==> config.mk <==
export PLATFORM = sky130hd
export DESIGN_NAME = rfwt_slot_mod
export DESIGN_NICKNAME = d
export VERILOG_FILES = /design/src/design/retransmit_frame_window_tracker_assert.svh /design/src/design/rfwt_pkg.sv /design/src/design/rfwt_slot_mod.sv
export SDC_FILE = /design/constraint.sdc
export NUM_CORES = 1
export LEC_CHECK = 0
export BUFFER_PORTS_ARGS = -buffer_cell sky130_fd_sc_hd__clkbuf_2
export CAP_MARGIN = 25
export CORE_MARGIN = 2
export CORE_UTILIZATION = 42
export CTS_CLUSTER_DIAMETER = 30
export DETAILED_ROUTE_END_ITERATION = 6
export PLACE_DENSITY = 0.84
export SLEW_MARGIN = 5
export SYNTH_ARGS = -nofsm -noshare
export SYNTH_HDL_FRONTEND = slang
export SYNTH_SLANG_ARGS = --single-unit
==> constraint.sdc <==
create_clock -name aclk -period 1.6 [get_ports aclk]
set_input_delay 0.24 -clock aclk [delete_from_list [all_inputs] [get_ports aclk]]
set_output_delay 0.24 -clock aclk [all_outputs]
set_load 0.02 [all_outputs]
==> src/design/retransmit_frame_window_tracker_assert.svh <==
`ifndef RETRANSMIT_FRAME_WINDOW_TRACKER_ASSERT_SVH
`define RETRANSMIT_FRAME_WINDOW_TRACKER_ASSERT_SVH

// Same-cycle implication, checked outside reset.
`define RFWT_ASSERT_SAME(label, ante, cons, msg) \
    label: assert property (@(posedge aclk) disable iff (!aresetn) (ante) |-> (cons)) \
        else $error(msg);

// Next-cycle implication, checked outside reset.
`define RFWT_ASSERT_NEXT(label, ante, cons, msg) \
    label: assert property (@(posedge aclk) disable iff (!aresetn) (ante) |=> (cons)) \
        else $error(msg);

`endif

==> src/design/rfwt_pkg.sv <==
package rfwt_pkg;

    localparam int WINDOW_DEFAULT = 64;

    localparam int SEQ_W     = 32;
    localparam int TIME_W    = 64;
    localparam int LIMIT_W   = 3;
    localparam int STATUS_W  = 3;
    localparam int REQ_W     = 2;
    localparam int COUNT_W   = 8;
    localparam int CFG_IDX_W = 1;

    localparam logic [REQ_W-1:0] REQ_ALLOC = 2'd0;
    localparam logic [REQ_W-1:0] REQ_SENT  = 2'd1;
    localparam logic [REQ_W-1:0] REQ_ACK   = 2'd2;
    localparam logic [REQ_W-1:0] REQ_CHECK = 2'd3;

    localparam logic [STATUS_W-1:0] ST_GRANTED    = 3'd0;
    localparam logic [STATUS_W-1:0] ST_REFUSED    = 3'd1;
    localparam logic [STATUS_W-1:0] ST_RETRANSMIT = 3'd2;
    localparam logic [STATUS_W-1:0] ST_LIMIT      = 3'd3;
    localparam logic [STATUS_W-1:0] ST_ACKED      = 3'd4;
    localparam logic [STATUS_W-1:0] ST_IDLE       = 3'd5;

    localparam logic [CFG_IDX_W-1:0] CFG_TIMEOUT = 1'd0;
    localparam logic [CFG_IDX_W-1:0] CFG_LIMIT   = 1'd1;

    localparam logic [TIME_W-1:0]  TIMEOUT_RESET = 64'd200_000_000;
    localparam logic [LIMIT_W-1:0] LIMIT_RESET   = 3'd4;
    localparam logic [LIMIT_W-1:0] RESENDS_MAX   = 3'd7;

endpackage

==> src/design/rfwt_slot_mod.sv <==
module rfwt_slot_mod #(
    parameter int WINDOW = rfwt_pkg::WINDOW_DEFAULT
) (
    input  logic                       aclk,
    input  logic                       aresetn,
    input  logic                       start,
    input  logic [rfwt_pkg::SEQ_W-1:0] value,
    output logic                       done,
    output logic [$clog2(WINDOW)-1:0]  slot
);

    localparam int SEQ_W = rfwt_pkg::SEQ_W;
    localparam int PW    = 2 * SEQ_W;
    localparam int SW    = $clog2(WINDOW);
    localparam int RW    = SW + 1;
    localparam logic [SEQ_W-1:0] RECIP = SEQ_W'((64'd1 << SEQ_W) / WINDOW);
    localparam logic [RW-1:0]    WIN_N = RW'(WINDOW);

    logic [2:0]       stage_reg;
    logic             done_reg;
    logic [SEQ_W-1:0] x_reg;
    logic [PW-1:0]    prod_reg;
    logic [RW-1:0]    r_reg;
    logic [SW-1:0]    slot_reg;

    logic [RW-1:0] q_low;
    logic [RW-1:0] qw;
    logic [RW-1:0] r_next;
    logic [RW-1:0] r_fix;

    // The reciprocal quotient is at most one short, so the remainder
    // stays below twice the window and one subtraction corrects it.
    assign q_low  = prod_reg[SEQ_W +: RW];
    assign qw     = q_low * WIN_N;
    assign r_next = x_reg[RW-1:0] - qw;
    assign r_fix  = (r_reg >= WIN_N) ? (r_reg - WIN_N) : r_reg;

    always_ff @(posedge aclk) begin
        if (!aresetn) begin
            stage_reg <= '0;
            done_reg  <= 1'b0;
        end else begin
            stage_reg <= {stage_reg[1:0], start};
            done_reg  <= stage_reg[2];
        end
    end

    always_ff @(posedge aclk) begin
        if (start) begin
            x_reg <= value;
        end
        if (stage_reg[0]) begin
            prod_reg <= PW'(x_reg) * PW'(RECIP);
        end
        if (stage_reg[1]) begin
            r_reg <= r_next;
        end
        if (stage_reg[2]) begin
            slot_reg <= r_fix[SW-1:0];
        end
    end

    assign done = done_reg;
    assign slot = slot_reg;

endmodule

==> impl_metrics.csv <==
group,metric,value,unit
final_layout,areaGrowthSynthToFinish,18.80,%
critical_path,crit_arrival,0.84,ns
critical_path,required,1.36,ns
floorplan,die_area,1867,µm²
critical_path,crit_chain,"clkbuf_2",
critical_path,worstSetupStartpointType,"register",
critical_path,slowest_stage,"edfxtp_1",
yosys,syn-cell-area,645.6,µm²
run_status,status,"complete, no violations",
clock_network,cts_tree,"yes",
run,drv_cap,0,
grt,overflow,0,
final_layout,fin_util,52.13,%
final_layout,layoutNonFillerInstCount,61,
yosys,syn_avg_cell_area,24.83,µm²
yosys,ys_types,3,
clock_network,cts_made_buffers,3,
floorplan,fp.dieW,43.21,µm
detailed_routing,finalWirelength,704,µm
detailed_routing,vias,275,
detailed_routing,wl_met2,409,µm
grt,antenna_found_initial,0,
timing,rsz0062_at_grt,"no",
grt,grt_pass1_vias,301,
critical_path,startpoint,"slot[1]",
yosys,ys_ff_latch,22,
timing,worst_slew_pin_slew,0.2728,ns
critical_path,reg2reg_from,"stage_reg[2]",
grt,grt_pass1_wl,1.166,mm
timing,fin_tns_setup,0,ns
floorplan,io_pins,42,
critical_path,crit_family,"flip-flops",
timing,hold_violations,0,
placement,gp_congestion,0.6346,
power,p_per_area,1190,nW/µm²
timing,fmaxAchievable,929.6,MHz
critical_path,path_buf_inv,1,
placement,dp.cells,57,
clock_network,cts.sinks,22,
grt,grt_max_degree,13,
clock_network,cts_root_buf,"clkbuf_4",
floorplan,rows,14,
hold_path,hp-class,"input port to register",
clock_network,cts_buffer_depth,2,
clock_network,hold_buffers,0,
clock_network,cts_resized,0,
timing,drv_slew,0,
final_layout,drive_gt1_share,40.00,%
critical_path,slowest_delay,0.38,ns
final_layout,antenna_cells,0,
detailed_routing,drtAntennaViolNets,0,
final_layout,fin_nets,81,
floorplan,core-area,1471,µm²
clock_network,cts_setup_buffers,0,
critical_path,path_class,"register to output port",
detailed_routing,wl_met3,58,µm
detailed_routing,met1_length,237,µm
floorplan,initial_core_util,43.88,%
clock_network,clk_pin_slew,0.11,ns
placement,dpl_cell_area,740.7,µm²
critical_path,worstPathMaxFanout,1,
timing,setup-violations-final,0,
clock_network,htreeDepth,1,
grt,grt_use_total,9.361,%
yosys,synth_seq_area_share,96.12,%
power,power.leakage,0.2903,nW
detailed_routing,firstDrtPassIters,2,
critical_path,end_kind,"output port",
timing,slew_headroom,81.79,%
timing,finalClockSkew,0.006492,ns
hold_path,hold_start,"value[1]",
detailed_routing,route.detailed.wl_per_inst,11.54,µm
detailed_routing,drc,0,
clock_network,clk_latency,0.29,ns
floorplan,die_h,43.21,µm
timing,period_needed,1.076,ns
power,p_total,0.9128,mW
detailed_routing,drtIter0Drc,1,
placement,io_buffers,15,
final_layout,fin_area,767.0,µm²
yosys,syn_inst,26,
timing,post-route-period-util,67.23,%
detailed_routing,detail_route.vias_per_cell,4.508,
yosys,synth_nets,61,
detailed_routing,top_layer,"met3",
yosys,yosysWarningCount,0,
power,ir_drop,0.0006117,V
-- routing by layer --
layer  up-vias  track usage (%)
li1        134                -
met1       127            7.514
met2        14            17.01
met3         0            2.553
met4         0            9.091
met5         -                0
-- metrics by stage --
| stage | hold slack, ns | worst slack, ns |
|---|---|---|
| 2_1_floorplan | 0.3389 | 0.8710 |
| 3_3_place_gp | 0.4026 | 0.8421 |
| 3_5_place_dp | 0.4075 | 0.8228 |
| 4_1_cts | 0.1042 | 0.5067 |
| 5_1_grt | 0.09872 | 0.4850 |
| 6_report | 0.1121 | 0.5243 |
-- worst paths after layout --
kind              end  slack [ns]  depth (start not counted)
max           slot[1]        0.52                          1
min          x_reg[1]        0.11                          1
max reg2reg   slot[5]        0.81                          0
min reg2reg   slot[0]        0.43                          0
-- cell families after synthesis --
kind of cell	after synthesis	share of synthesized area, %
flops	22	96.12
simple gates	4	3.875
-- cell type report --
cell class | count | area (µm²)
well taps | 16 | 20.02
multi-input cells | 4 | 25.02
repair buffers | 15 | 75.07
clock buffers | 4 | 26.28
flip-flops and latches | 22 | 620.6
fillers | 135 | 704.4
-- synthesized netlist by cell type (all sizes together) --
library cell	n	area (µm²)
and2	4	25.02
dfxtp	4	80.08
edfxtp	18	540.5
-- layout by cell type (no fill, tap or decap) --
master / instances
edfxtp_1: 18
and2_1: 4
clkbuf_2: 15
clkbuf_4: 3
dfxtp_1: 4
clkbuf_1: 1
-- power breakdown --
part	switching [mW]	internal, mW	total (mW)
Combinational	0.0102	0.0101	0.0203
Clock	0.143	0.0969	0.240
Sequential	0.00902	0.644	0.653
Total	0.162	0.751	0.913
Power figures use the tool's default switching activity.
